File: config.mk
export PLATFORM = sky130hd
export DESIGN_NAME = floating_horizon_line_raster_top
export DESIGN_NICKNAME = d
export VERILOG_FILES = /design/src/rtl/fhlr_pkg.sv /design/src/rtl/floating_horizon_line_raster_top.sv /design/src/rtl/fhlr_hzn_store.sv
export VERILOG_INCLUDE_DIRS = /design/src /design/src/rtl
export SDC_FILE = /design/constraint.sdc
export NUM_CORES = 2
export LEC_CHECK = 0
export ABC_CLOCK_PERIOD_IN_PS = 18310
export BUFFER_PORTS_ARGS = -buffer_cell sky130_fd_sc_hd__buf_2
export CAP_MARGIN = 0
export CELL_PAD_IN_SITES_DETAIL_PLACEMENT = 1
export CELL_PAD_IN_SITES_GLOBAL_PLACEMENT = 1
export CORE_MARGIN = 3
export CORE_UTILIZATION = 46
export DETAILED_ROUTE_END_ITERATION = 10
export HOLD_SLACK_MARGIN = 0.08
export PLACE_DENSITY_LB_ADDON = 0.1
export SLEW_MARGIN = 40
export SYNTH_ARGS = -nofsm -noshare
export SYNTH_HDL_FRONTEND = slang
export SYNTH_SLANG_ARGS = --single-unit
export TNS_END_PERCENT = 20
File: constraint.sdc
create_clock -name clk -period 18.31 [get_ports clk]
set_input_delay 1.831 -clock clk [delete_from_list [all_inputs] [get_ports clk]]
set_output_delay 1.831 -clock clk [all_outputs]
set_load 0.05 [all_outputs]
File: src/rtl/floating_horizon_line_raster_top_macros.svh
// Assertion macros shared by the horizon rasterizer RTL.
// Needs a clock named clk and an active-low reset named rst_n in scope.
`ifndef FLOATING_HORIZON_LINE_RASTER_TOP_MACROS_SVH
`define FLOATING_HORIZON_LINE_RASTER_TOP_MACROS_SVH

// Implication checked on every rising edge outside reset.
`define FHLR_ASSERT(label, prop, msg) \
  label: assert property (@(posedge clk) disable iff (!rst_n) (prop)) else $error(msg);

// Condition that must never be true outside reset.
`define FHLR_NEVER(label, cond, msg) \
  label: assert property (@(posedge clk) disable iff (!rst_n) !(cond)) else $error(msg);

`endif

File: src/rtl/fhlr_pkg.sv
// Package of the floating horizon line rasterizer: screen constants, horizon types,
// shade codes and coordinate helpers. Depends on nothing.
`default_nettype none

package fhlr_pkg;

  localparam int SCREEN_WIDTH  = 64;
  localparam int SCREEN_HEIGHT = 64;

  // Width of one coordinate field on the stream ports.
  localparam int COORD_W = 6;
  localparam int COL_W   = $clog2(SCREEN_WIDTH);
  localparam int ROW_W   = $clog2(SCREEN_HEIGHT);
  localparam int MAG_W   = (COL_W > ROW_W) ? COL_W : ROW_W;
  // Bresenham error term, with headroom for the doubled value.
  localparam int ERR_W   = MAG_W + 3;

  localparam int IN_TDATA_W  = 16;
  localparam int IN_TUSER_W  = 2;
  localparam int OUT_TDATA_W = 16;
  localparam int OUT_TUSER_W = 2;

  // Bit positions of the input flags inside in_tuser.
  localparam int IN_FIRST_BIT = 0;
  localparam int IN_FRAME_BIT = 1;

  typedef enum logic [1:0] {
    SHADE_BOTH   = 2'd0,
    SHADE_TOP    = 2'd1,
    SHADE_BOTTOM = 2'd2,
    SHADE_HIDDEN = 2'd3
  } shade_t;

  // One top/bottom horizon pair of a column.
  typedef struct packed {
    logic [ROW_W-1:0] top;
    logic [ROW_W-1:0] bot;
  } hz_pair_t;

  localparam hz_pair_t HZ_RESET = '{top: ROW_W'(SCREEN_HEIGHT - 1), bot: '0};

  // A memory word holds two banks; a per-column select says which one is current.
  typedef struct packed {
    hz_pair_t b1;
    hz_pair_t b0;
  } hz_word_t;

  // Requests from the walker to the horizon store.
  typedef struct packed {
    logic             rd_en;
    logic [COL_W-1:0] rd_col;
    logic             wr_en;
    logic [COL_W-1:0] wr_col;
    hz_pair_t         wr_next;
    logic             clear;
    logic             commit;
  } hz_ctl_t;

  // Current and next-row horizons of the column read last.
  typedef struct packed {
    hz_pair_t cur;
    hz_pair_t nxt;
  } hz_view_t;

  function automatic logic [COL_W-1:0] sat_col(input logic [COORD_W-1:0] v);
    if (v > COORD_W'(SCREEN_WIDTH - 1)) begin
      return COL_W'(SCREEN_WIDTH - 1);
    end
    return v[COL_W-1:0];
  endfunction

  function automatic logic [ROW_W-1:0] sat_row(input logic [COORD_W-1:0] v);
    if (v > COORD_W'(SCREEN_HEIGHT - 1)) begin
      return ROW_W'(SCREEN_HEIGHT - 1);
    end
    return v[ROW_W-1:0];
  endfunction

  function automatic shade_t shade_of(input logic above, input logic below);
    shade_t s;
    case ({below, above})
      2'b11:   s = SHADE_BOTH;
      2'b01:   s = SHADE_TOP;
      2'b10:   s = SHADE_BOTTOM;
      default: s = SHADE_HIDDEN;
    endcase
    return s;
  endfunction

endpackage

`default_nettype wire

File: src/rtl/floating_horizon_line_raster_top.sv
// Flow: an accepted vertex is judged in the next cycle; a drawn segment is then
// walked one pixel at a time, each column read in S_RD and written back in S_PIX,
// which waits while the output register is full. A new vertex is accepted only in
// S_IDLE, after the last one is through; the memory read-then-write sets the pace.
// Reset: synchronous, active low; horizons read as their reset values at once,
// with no clearing pass, and the previous vertex is cleared to column 0, row 0.
// Top level of the floating horizon line rasterizer.
// Depends on fhlr_pkg, fhlr_hzn_store and the assertion macros header.
`default_nettype none

module floating_horizon_line_raster_top (
  input  wire logic                             clk,
  input  wire logic                             rst_n,
  input  wire logic                             in_tvalid,
  output logic                                  in_tready,
  // Fields from bit 0: vertex_x[5:0], vertex_y[11:6], zero fill [15:12].
  input  wire logic [fhlr_pkg::IN_TDATA_W-1:0]  in_tdata,
  // Fields from bit 0: row_first[0], frame_start[1].
  input  wire logic [fhlr_pkg::IN_TUSER_W-1:0]  in_tuser,
  input  wire logic                             in_tlast,
  output logic                                  out_tvalid,
  input  wire logic                             out_tready,
  // Fields from bit 0: pixel_x[5:0], pixel_y[11:6], zero fill [15:12].
  output logic [fhlr_pkg::OUT_TDATA_W-1:0]      out_tdata,
  // Fields from bit 0: shade[1:0].
  output logic [fhlr_pkg::OUT_TUSER_W-1:0]      out_tuser,
  output logic                                  out_tlast
);

  `include "floating_horizon_line_raster_top_macros.svh"

  localparam int CW = fhlr_pkg::COL_W;
  localparam int RW = fhlr_pkg::ROW_W;
  localparam int EW = fhlr_pkg::ERR_W;
  localparam int DW = fhlr_pkg::COORD_W;

  typedef enum logic [3:0] {
    S_IDLE = 4'b0001,
    S_VIS  = 4'b0010,
    S_RD   = 4'b0100,
    S_PIX  = 4'b1000
  } state_t;

  state_t state_r, state_nxt;

  // Vertex being handled and previous vertex.
  logic [CW-1:0] x1_r, x1_nxt;
  logic [RW-1:0] y1_r, y1_nxt;
  logic          first_r, first_nxt;
  logic          row_end_r, row_end_nxt;
  logic [CW-1:0] prev_x_r, prev_x_nxt;
  logic [RW-1:0] prev_y_r, prev_y_nxt;
  logic          prev_vis_r, prev_vis_nxt;

  // Walk state.
  logic [CW-1:0]        x0_r, x0_nxt;
  logic [RW-1:0]        y0_r, y0_nxt;
  logic [CW-1:0]        dx_r, dx_nxt;
  logic [RW-1:0]        ady_r, ady_nxt;
  logic                 sx_r, sx_nxt;
  logic                 sy_r, sy_nxt;
  logic signed [EW-1:0] err_r, err_nxt;

  // Output register.
  logic                                out_valid_r, out_valid_nxt;
  logic [fhlr_pkg::OUT_TDATA_W-1:0]    out_data_r, out_data_nxt;
  logic [fhlr_pkg::OUT_TUSER_W-1:0]    out_user_r, out_user_nxt;
  logic                                out_last_r, out_last_nxt;

  fhlr_pkg::hz_ctl_t  ctl;
  fhlr_pkg::hz_view_t view;

  logic          accept;
  logic [CW-1:0] in_x;
  logic [RW-1:0] in_y;
  logic          vis;
  logic          draw;
  logic [CW-1:0] dx_init;
  logic [RW-1:0] ady_init;
  logic signed [EW-1:0] err_init;
  logic signed [EW:0]   e2;
  logic signed [EW:0]   dx_s;
  logic signed [EW:0]   ady_s;
  logic signed [EW:0]   err_sum;
  logic          step_x;
  logic          step_y;
  logic          pix_end;
  logic          out_free;
  logic          fire;
  logic          above;
  logic          below;
  fhlr_pkg::shade_t shade;
  logic [CW-1:0] dist_x;
  logic [RW-1:0] dist_y;

  fhlr_hzn_store u_store (
    .clk   (clk),
    .rst_n (rst_n),
    .ctl   (ctl),
    .view  (view)
  );

  assign in_tready  = (state_r == S_IDLE);
  assign accept     = in_tvalid && in_tready;
  assign in_x       = fhlr_pkg::sat_col(in_tdata[DW-1:0]);
  assign in_y       = fhlr_pkg::sat_row(in_tdata[2*DW-1:DW]);
  assign out_tvalid = out_valid_r;
  assign out_tdata  = out_data_r;
  assign out_tuser  = out_user_r;
  assign out_tlast  = out_last_r;

  // Vertex visibility and segment setup from the previous vertex.
  always_comb begin
    vis      = (y1_r < view.cur.top) || (y1_r > view.cur.bot);
    draw     = !first_r && (prev_vis_r || vis);
    dx_init  = (x1_r > prev_x_r) ? (x1_r - prev_x_r) : (prev_x_r - x1_r);
    ady_init = (y1_r > prev_y_r) ? (y1_r - prev_y_r) : (prev_y_r - y1_r);
    err_init = $signed(EW'(dx_init)) - $signed(EW'(ady_init));
  end

  // Bresenham step decision on the doubled error term.
  always_comb begin
    e2      = $signed({err_r, 1'b0});
    dx_s    = $signed((EW + 1)'(dx_r));
    ady_s   = $signed((EW + 1)'(ady_r));
    step_x  = (e2 >= -ady_s);
    step_y  = (e2 <= dx_s);
    err_sum = $signed((EW + 1)'(err_r)) + (step_x ? -ady_s : '0) + (step_y ? dx_s : '0);
    pix_end = (x0_r == x1_r) && (y0_r == y1_r);
    dist_x  = sx_r ? (x1_r - x0_r) : (x0_r - x1_r);
    dist_y  = sy_r ? (y1_r - y0_r) : (y0_r - y1_r);
  end

  // Pixel classification against the horizons of its column.
  always_comb begin
    above = (view.cur.top > y0_r);
    below = (view.cur.bot < y0_r);
    shade = fhlr_pkg::shade_of(above, below);
  end

  assign out_free = !out_valid_r || out_tready;
  assign fire     = (state_r == S_PIX) && out_free;

  // Sequencer: accept, judge the vertex, then read and write back one pixel at a time.
  always_comb begin
    state_nxt     = state_r;
    x1_nxt        = x1_r;
    y1_nxt        = y1_r;
    first_nxt     = first_r;
    row_end_nxt   = row_end_r;
    prev_x_nxt    = prev_x_r;
    prev_y_nxt    = prev_y_r;
    prev_vis_nxt  = prev_vis_r;
    x0_nxt        = x0_r;
    y0_nxt        = y0_r;
    dx_nxt        = dx_r;
    ady_nxt       = ady_r;
    sx_nxt        = sx_r;
    sy_nxt        = sy_r;
    err_nxt       = err_r;
    out_valid_nxt = out_valid_r && !out_tready;
    out_data_nxt  = out_data_r;
    out_user_nxt  = out_user_r;
    out_last_nxt  = out_last_r;

    ctl.rd_en     = 1'b0;
    ctl.rd_col    = x0_r;
    ctl.wr_en     = 1'b0;
    ctl.wr_col    = x0_r;
    ctl.wr_next   = view.nxt;
    ctl.clear     = 1'b0;
    ctl.commit    = 1'b0;

    case (state_r)
      S_IDLE: begin
        ctl.rd_col = in_x;
        if (accept) begin
          ctl.rd_en   = 1'b1;
          ctl.clear   = in_tuser[fhlr_pkg::IN_FRAME_BIT];
          x1_nxt      = in_x;
          y1_nxt      = in_y;
          first_nxt   = in_tuser[fhlr_pkg::IN_FIRST_BIT] || in_tuser[fhlr_pkg::IN_FRAME_BIT];
          row_end_nxt = in_tlast;
          state_nxt   = S_VIS;
        end
      end
      S_VIS: begin
        x0_nxt       = prev_x_r;
        y0_nxt       = prev_y_r;
        dx_nxt       = dx_init;
        ady_nxt      = ady_init;
        sx_nxt       = (prev_x_r < x1_r);
        sy_nxt       = (prev_y_r < y1_r);
        err_nxt      = err_init;
        prev_x_nxt   = x1_r;
        prev_y_nxt   = y1_r;
        prev_vis_nxt = vis;
        if (draw) begin
          state_nxt = S_RD;
        end else begin
          ctl.commit = row_end_r;
          state_nxt  = S_IDLE;
        end
      end
      S_RD: begin
        ctl.rd_en = 1'b1;
        state_nxt = S_PIX;
      end
      S_PIX: begin
        if (fire) begin
          // Write back the running minimum and maximum for the next row.
          ctl.wr_en = 1'b1;
          if (above && (view.nxt.top > y0_r)) begin
            ctl.wr_next.top = y0_r;
          end
          if (below && (view.nxt.bot < y0_r)) begin
            ctl.wr_next.bot = y0_r;
          end
          out_valid_nxt = 1'b1;
          out_data_nxt  = fhlr_pkg::OUT_TDATA_W'({DW'(y0_r), DW'(x0_r)});
          out_user_nxt  = fhlr_pkg::OUT_TUSER_W'(shade);
          out_last_nxt  = pix_end;
          if (pix_end) begin
            ctl.commit = row_end_r;
            state_nxt  = S_IDLE;
          end else begin
            if (step_x) begin
              x0_nxt = sx_r ? (x0_r + CW'(1)) : (x0_r - CW'(1));
            end
            if (step_y) begin
              y0_nxt = sy_r ? (y0_r + RW'(1)) : (y0_r - RW'(1));
            end
            err_nxt   = err_sum[EW-1:0];
            state_nxt = S_RD;
          end
        end
      end
      default: begin
        state_nxt = S_IDLE;
      end
    endcase
  end

  // Control state.
  always_ff @(posedge clk) begin
    if (!rst_n) begin
      state_r     <= S_IDLE;
      out_valid_r <= 1'b0;
      prev_x_r    <= '0;
      prev_y_r    <= '0;
      prev_vis_r  <= 1'b0;
    end else begin
      state_r     <= state_nxt;
      out_valid_r <= out_valid_nxt;
      prev_x_r    <= prev_x_nxt;
      prev_y_r    <= prev_y_nxt;
      prev_vis_r  <= prev_vis_nxt;
    end
  end

  // Payload registers.
  always_ff @(posedge clk) begin
    x1_r       <= x1_nxt;
    y1_r       <= y1_nxt;
    first_r    <= first_nxt;
    row_end_r  <= row_end_nxt;
    x0_r       <= x0_nxt;
    y0_r       <= y0_nxt;
    dx_r       <= dx_nxt;
    ady_r      <= ady_nxt;
    sx_r       <= sx_nxt;
    sy_r       <= sy_nxt;
    err_r      <= err_nxt;
    out_data_r <= out_data_nxt;
    out_user_r <= out_user_nxt;
    out_last_r <= out_last_nxt;
  end

  // Every step of the walk moves toward the end vertex, never away.
  `FHLR_ASSERT(a_walk_converges, (state_r == S_RD) && $past(state_r == S_PIX) |-> (dist_x <= $past(dist_x)) && (dist_y <= $past(dist_y)), "walk moved away from end vertex")
  // A pixel is only classified after its column was read in S_RD; S_PIX may hold while the output stalls.
  `FHLR_ASSERT(a_pix_after_read, (state_r == S_PIX) |-> $past(state_r == S_RD) || $past(state_r == S_PIX), "pixel stage entered without a read")

endmodule

`default_nettype wire

File: src/rtl/fhlr_hzn_store.sv
// Horizon store: one synchronous memory with two horizon banks per column,
// plus per-column clear, same and bank-select flags. Depends on fhlr_pkg and the macros header.
`default_nettype none

module fhlr_hzn_store (
  input  wire logic               clk,
  input  wire logic               rst_n,
  input  wire fhlr_pkg::hz_ctl_t  ctl,
  output fhlr_pkg::hz_view_t      view
);

  `include "floating_horizon_line_raster_top_macros.svh"

  localparam int DEPTH = fhlr_pkg::SCREEN_WIDTH;

  fhlr_pkg::hz_word_t           mem [DEPTH];
  fhlr_pkg::hz_word_t           rdata_r;
  logic [fhlr_pkg::COL_W-1:0]   rcol_r;

  // cleared: column holds reset values in both banks.
  // same: next-row bank is stale and equals the current bank.
  // sel: bank 1 holds the current horizons.
  logic [DEPTH-1:0] cleared_r, cleared_nxt;
  logic [DEPTH-1:0] same_r,    same_nxt;
  logic [DEPTH-1:0] sel_r,     sel_nxt;

  fhlr_pkg::hz_pair_t bank_cur;
  fhlr_pkg::hz_pair_t bank_nxt;
  fhlr_pkg::hz_word_t wr_word;

  // Resolve the word read last through the column flags.
  always_comb begin
    bank_cur = sel_r[rcol_r] ? rdata_r.b1 : rdata_r.b0;
    bank_nxt = sel_r[rcol_r] ? rdata_r.b0 : rdata_r.b1;
    if (cleared_r[rcol_r]) begin
      view.cur = fhlr_pkg::HZ_RESET;
      view.nxt = fhlr_pkg::HZ_RESET;
    end else begin
      view.cur = bank_cur;
      view.nxt = same_r[rcol_r] ? bank_cur : bank_nxt;
    end
  end

  // A write stores the resolved current pair and the new next-row pair.
  always_comb begin
    if (sel_r[ctl.wr_col]) begin
      wr_word.b1 = view.cur;
      wr_word.b0 = ctl.wr_next;
    end else begin
      wr_word.b0 = view.cur;
      wr_word.b1 = ctl.wr_next;
    end
  end

  always_ff @(posedge clk) begin
    if (ctl.wr_en) begin
      mem[ctl.wr_col] <= wr_word;
    end
    if (ctl.rd_en) begin
      rdata_r <= mem[ctl.rd_col];
      rcol_r  <= ctl.rd_col;
    end
  end

  // Flag update: a clear marks every column reset, a write marks its column live, then a commit makes next current.
  always_comb begin
    cleared_nxt = cleared_r;
    same_nxt    = same_r;
    sel_nxt     = sel_r;
    if (ctl.clear) begin
      cleared_nxt = '1;
      same_nxt    = '1;
    end
    if (ctl.wr_en) begin
      cleared_nxt[ctl.wr_col] = 1'b0;
      same_nxt[ctl.wr_col]    = 1'b0;
    end
    if (ctl.commit) begin
      sel_nxt  = sel_nxt ^ ~same_nxt;
      same_nxt = '1;
    end
  end

  always_ff @(posedge clk) begin
    if (!rst_n) begin
      cleared_r <= '1;
      same_r    <= '1;
      sel_r     <= '0;
    end else begin
      cleared_r <= cleared_nxt;
      same_r    <= same_nxt;
      sel_r     <= sel_nxt;
    end
  end

  // The write-back column must be the one whose word was read.
  `FHLR_ASSERT(a_wr_col_read, ctl.wr_en |-> ctl.wr_col == rcol_r, "write to a column not read")
  // After a commit every next-row bank is in step with its current bank.
  `FHLR_ASSERT(a_commit_same, ctl.commit |=> (&same_r), "commit left stale next-row bank")

endmodule

`default_nettype wire

Word level (Yosys, flattened, before mapping)
Memories as Yosys holds them, arrays and structs flattened. A register that Yosys moved wholly into a read port is not among the register bits.
Cells that the tools add are included.
- register bits: 280
- bits in latches: 0
- bits in writable memories: 1536
- ROM bits: 0
- output and inout bits: 21
- memories: 1
- memories (memory ; words ; bits a word ; read ports ; clocked after Yosys merged registers in ; wr ports ; line ; RTL):
    u_store.mem ; 64 ; 24 ; 1 ; 1 ; 1 ; fhlr_hzn_store.sv:16 ; fhlr_pkg::hz_word_t mem [DEPTH];
- $add $sub $neg: 13
- $mul: 0
- div/mod/pow operators: 0
- $lt $le $gt $ge: 17
- eq/ne operators: 14
- shifts and indexed selects: 0
- muxes and demuxes: 67
- bitwise gates (word level): 6
- reduce and logical (&&, ||, !) cells: 23
- operators by type and width (cell ; count):
    $mux W64 ; 4
    $and A64 B64 Y64 ; 2
    $not A64 Y64 ; 2
    $mux W6 ; 18
    $xor A64 B64 Y64 ; 1
    $mux W12 ; 5
    $mux W24 ; 2
    $gt A6 B6 Y1 ; 5
    $lt A6 B6 Y1 ; 5
    $mux W9 ; 3
    $bmux W1 S6 ; 4
    $pmux W6 S2 ; 2
    $sub A6 B6 Y6 ; 4
    $mux W1 ; 19
    $pmux W9 S2 ; 1
    $pmux W4 S4 ; 1
    $lt A6 B7 Y1 const B ; 2
    $add A6 B1 Y6 const B ; 2
    $eq A6 B6 Y1 ; 2
    $gt A6 B6 Y1 const B ; 2
    $sub A6 B1 Y6 const B ; 2
    $ge A10 B10 Y1 ; 1
    $le A10 B7 Y1 ; 1
    $neg A6 Y10 ; 1
    27 further kinds ; 49

Logic depth before layout (Yosys ltp)
- depth in word-level cells: 12
- depth in mapped cells: 24

Cells and area by module
From an unflattened synthesis, not the netlist that was laid out.
- cell total of the unflattened synthesis: 3979
- area, all modules: 75342.3 um^2
- modules (own cells, without submodules) (module ; instances ; cells each ; area an instance (um^2)):
    fhlr_hzn_store ; 1 ; 3307 ; 68719.7
    floating_horizon_line_raster_top ; 1 ; 672 ; 6622.6

Worst setup path before layout
OpenSTA, ideal clock, no wires.
- path kind: flip-flop to flip-flop
- start: register u_store.rcol_r[2] (netlist name)
- end: memory u_store.mem[0][18] (netlist name) (data pin)
- library setup time: 0.563 ns
- arrival: 6.161 ns
- slack: 11.586 ns
- cell stages (with the launch flop): 22
- clock period less this slack: 6.724 ns
- cell sequence: edfxtp_1 > buf_6 > buf_6 > buf_6 > buf_2 > mux4_2 > mux4_2 > nor2_2 > a2bb2oi_2 > buf_4 > mux2i_1 > nand2_1 > ha_1 > nor2b_1 > o21a_1 > o21a_1 > o21a_1 > o21a_1 > o2111ai_1 > clkbuf_1 > o21ai_0 > mux2i_1
- RTL lines (element ; line ; RTL):
    from (decl) ; fhlr_hzn_store.sv:18 ; logic [fhlr_pkg::COL_W-1:0] rcol_r;
    from (signal assigned) ; fhlr_hzn_store.sv:61 ; rcol_r <= ctl.rd_col;
    to (decl) ; fhlr_hzn_store.sv:16 ;

==> results.ini <==
[final_layout]
ff_latch_area_mm2 = 0.05315
drive_gt1_share_pct = 22.67
final.fill_count = 15460
stdcell_area_mm2 = 0.08793
nNetsFinal = 5049
multi_input_area_mm2 = 0.02341
area_growth_syn_to_layout_pct = 13.40
utilization_pct = 52.52

[route]
drc = 0
drt-initial-drc-count = 3994
drtAntennaViolNets = 0
viasPerCell = 6.057
dr.pass1.iters = 7
drt-wirelength-per-cell_um = 30.23
drt_wl_total_um = 220200
vias = 44110

[placement]
gp_congestion = 0.8244
dp_hpwl_um = 128000
port_buffers = 35
dpl_cell_area_mm2 = 0.08146
dpl_worst_slack_ps = 10550

[critical_path]
reg2reg_depth = 18
worstReg2RegEnd = u_store.mem[44][10]$_DFFE_PP_
reg2reg_from = u_store.rcol_r[2]$_DFFE_PP_
cp-end-kind = flop
critical_path_required_ps = 18830
reg2reg_slack_ps = 10740
crit_chain = buf_4 > mux4_2 > a221oi_1 > o21ai_1 > o22ai_4 > mux2_2 > nor2_1 > inv_1 > ha_1 > a21oi_1 > nor2b_1 > o21ai_0 > a32oi_1 > o2111ai_2 > nand3_1 > o21ai_0 > mux2i_4 > buf_4
worstPathArrival_ps = 8080
crit_fanout = 48
critPathKind = flop to flop
cp_slowest_stage_delay_ps = 850
start_kind = flop
critical-path-slowest-cell = edfxtp_1

[clocking]
post-cts-setup-buffers = 0
cts_buffer_depth = 3
insertion_delay_ps = 840
holdBufCountCts = 0
tritoncts = yes
cts_resized = 0
clockRootBuffer = clkbuf_16
clk_pin_slew_ps = 60
clock-sinks = 1840
cts_buffers = 193
htree_levels = 4

[pwr]
switching_share_pct = 26.26
combPwrFrac_pct = 13.9
power_density_mw_per_mm2 = 115.5
p_sw_mw = 2.666
leakage_nw = 28.75
clkPwrFrac_pct = 38.6
ir_drop_uv = 95.63
power.internal_mw = 7.487
seqPwrFrac_pct = 47.6

[floorplanning]
io_pins = 44
placementRows = 150
die_x_um = 416.6
start_util_pct = 46.32
core_mm2 = 0.1674
die_h_um = 416.6
die-area_mm2 = 0.1735

[synth]
yosysWarningCount = 0
synthArstFlopShare_pct = 0
yosys-top-cells-area = edfxtp_1, mux4_2, dfxtp_1
synth-seq-cells = 1840
synth_cells = 4811
yosys_most_used_dff = edfxtp_1
syn_avg_cell_area_um2 = 16.12
synthTopCellsByCount = edfxtp_1, nand2_1, mux4_2
synth_edf_count = 1630
synth_top_area_share_pct = 63.13
synthMostInstantiatedCell = edfxtp_1
synth_area_mm2 = 0.07754
synth_seq_area_share_pct = 68.55
synth_area_leader_cell = edfxtp_1
ys_types = 77

[sta]
period_needed_ps = 7568
rsz0062_at_grt = false
worstMarginPinSlew_ps = 937.3
maxSlewHeadroom_pct = 37.09
hold_viol_final = 0
fin_crit_sh_pct = 41.33
final_max_slew_viol_count = 0
final-setup-viol-count = 0
max_freq_mhz = 132.1
setup_slack_ps = 10740
fin_worst_skew_ps = 50.08
fin_tns_setup_ps = 0

[min_path]
hold_class = flop to flop
hold_start = prev_x_r[2]$_SDFFE_PN0P_
holdPathStages = 2
hold_end = prev_x_r[2]$_SDFFE_PN0P_

[grt]
grt.total_usage_pct = 25.47
grt_overflow_total = 0
grt_max_degree = 110
antenna_found_initial = 5
grt_pass1_wl_um = 322000
first_global_vias = 45770

[status]
status = complete, no violations

[job]
cap_violations = 0

metrics by stage:
| stage | hold slack (ps) | power, mW | cells |
|---|---|---|---|
| 6_report | 493.3 | 10.15 | 7283 |
| 4_1_cts | 492.8 | 10.25 | 7278 |
| 3_5_place_dp | 483.9 | 6.334 | 6924 |
| 5_1_grt | 524.4 | 10.53 | 7281 |
| 2_1_floorplan | 439.1 | 5.760 | 4814 |
| 3_3_place_gp | 466.0 | 6.282 | 6906 |
logic make-up (layout without fill, tap and decap cells):
logic type               count (synthesis)  in the layout  share of synthesized area, %
AO/OA/AOI/OAI                          526            526                         4.638
XOR/XNOR                                88             88                        0.9940
adder cells (fa/ha/maj)                108            108                         1.878
buffers and inverters                  411            674                         2.240
flip-flops                            1840           1840                         68.55
multiplexers                           587            587                         14.60
other                                    1              6                      0.004836
AND/OR/NAND/NOR                       1250           1250                         7.100
critical path, delay by kind of cell (launching register included):
kind                     cells  cell delay [ps]
buffers and inverters        3             1320
AO/OA/AOI/OAI                8             2050
adder cells (fa/ha/maj)      1              320
multiplexers                 3             1730
AND/OR/NAND/NOR              3              880
flip-flops                   1              850
registers in the layout (all words and copies together) (netlist names), 9 cells and up:
name and cells:
u_store.mem 1536, u_store.cleared_r 64, out_tdata 12, u_store.rdata_r 24
u_store.same_r 64, err_r 9, u_store.sel_r 64
power by group through the flow:
stage	clock (mW)	combinational, mW	sequential [mW]
after global routing	4.17	1.52	4.83
after CTS	4.00	1.42	4.83
after global placement	0	1.37	4.92
after detailed placement	0	1.42	4.92
final	3.91	1.41	4.83
after floorplan	0	0.837	4.92
area by class of cell:
| type | count | share of cell area, % |
|---|---|---|
| antenna | 2 | 0.005692 |
| clock buffer | 251 | 5.927 |
| clock inverter | 103 | 1.285 |
| inverter | 101 | 0.4411 |
| multi-input combinational | 2563 | 26.63 |
| sequential | 1840 | 60.45 |
| tap | 2204 | 3.136 |
| timing repair buffer | 219 | 2.129 |
routing by layer:
| metal | vias up | GRT usage, % | share of wire [%] |
|---|---|---|---|
| met1 | 23680 | 36.47 | 44 |
| met3 | 258 | 3.707 | 5.6 |
| li1 | 18850 | - | - |
| met2 | 1327 | 41.36 | 48 |
| met4 | 0 | 6.364 | 2.1 |
| met5 | - | 0 | 0 |
cells in the final DEF (no fill, tap or decap), types with 13 or more instances in the layout:
cell type  synthesis  layout
and3_1            55      53
nor2b_1           21      21
o22ai_1           71      71
xor2_1            45      45
nor2_2             1      52
dfxtp_1          210     210
nor3_1            14      13
clkinv_1           1      32
nand2b_1          83      83
bufinv_16          0      15
a311oi_1          72      42
mux2i_4            0      18
clkbuf_1         176      45
nand4_1           13      13
clkbuf_16          0     196
ha_1              94      94
buf_4             10     152
a21oi_1           63      61
buf_2             65      34
xnor2_1           43      43
fa_1              14      14
mux4_2           433     433
mux2_2            20      19
inv_1             98      96
o21ai_2           49      49
a21boi_0          14      14
clkinv_2           0      36
nand3_1          119     118
nor2_1           181     117
nand2_1          707     707
edfxtp_1        1630    1630
o21ai_0          113     113
a31oi_1           28      28
nor2_4             0      13
a21o_1            18      18
a311oi_2           0      30
mux2i_1          133     115
worst max path at each step:
stage,to,cells after the start,from
after floorplan,u_store.mem[0][18]$_DFFE_PP_,21,u_store.rcol_r[2]$_DFFE_PP_
after global placement,u_store.mem[32][9]$_DFFE_PP_,18,u_store.rcol_r[2]$_DFFE_PP_
after detailed placement,u_store.mem[38][10]$_DFFE_PP_,18,u_store.rcol_r[2]$_DFFE_PP_
after CTS,u_store.mem[44][10]$_DFFE_PP_,18,u_store.rcol_r[2]$_DFFE_PP_
after global routing,u_store.mem[44][10]$_DFFE_PP_,18,u_store.rcol_r[2]$_DFFE_PP_
final,u_store.mem[44][10]$_DFFE_PP_,18,u_store.rcol_r[2]$_DFFE_PP_
Note: power is estimated with default switching activity, not from simulation.
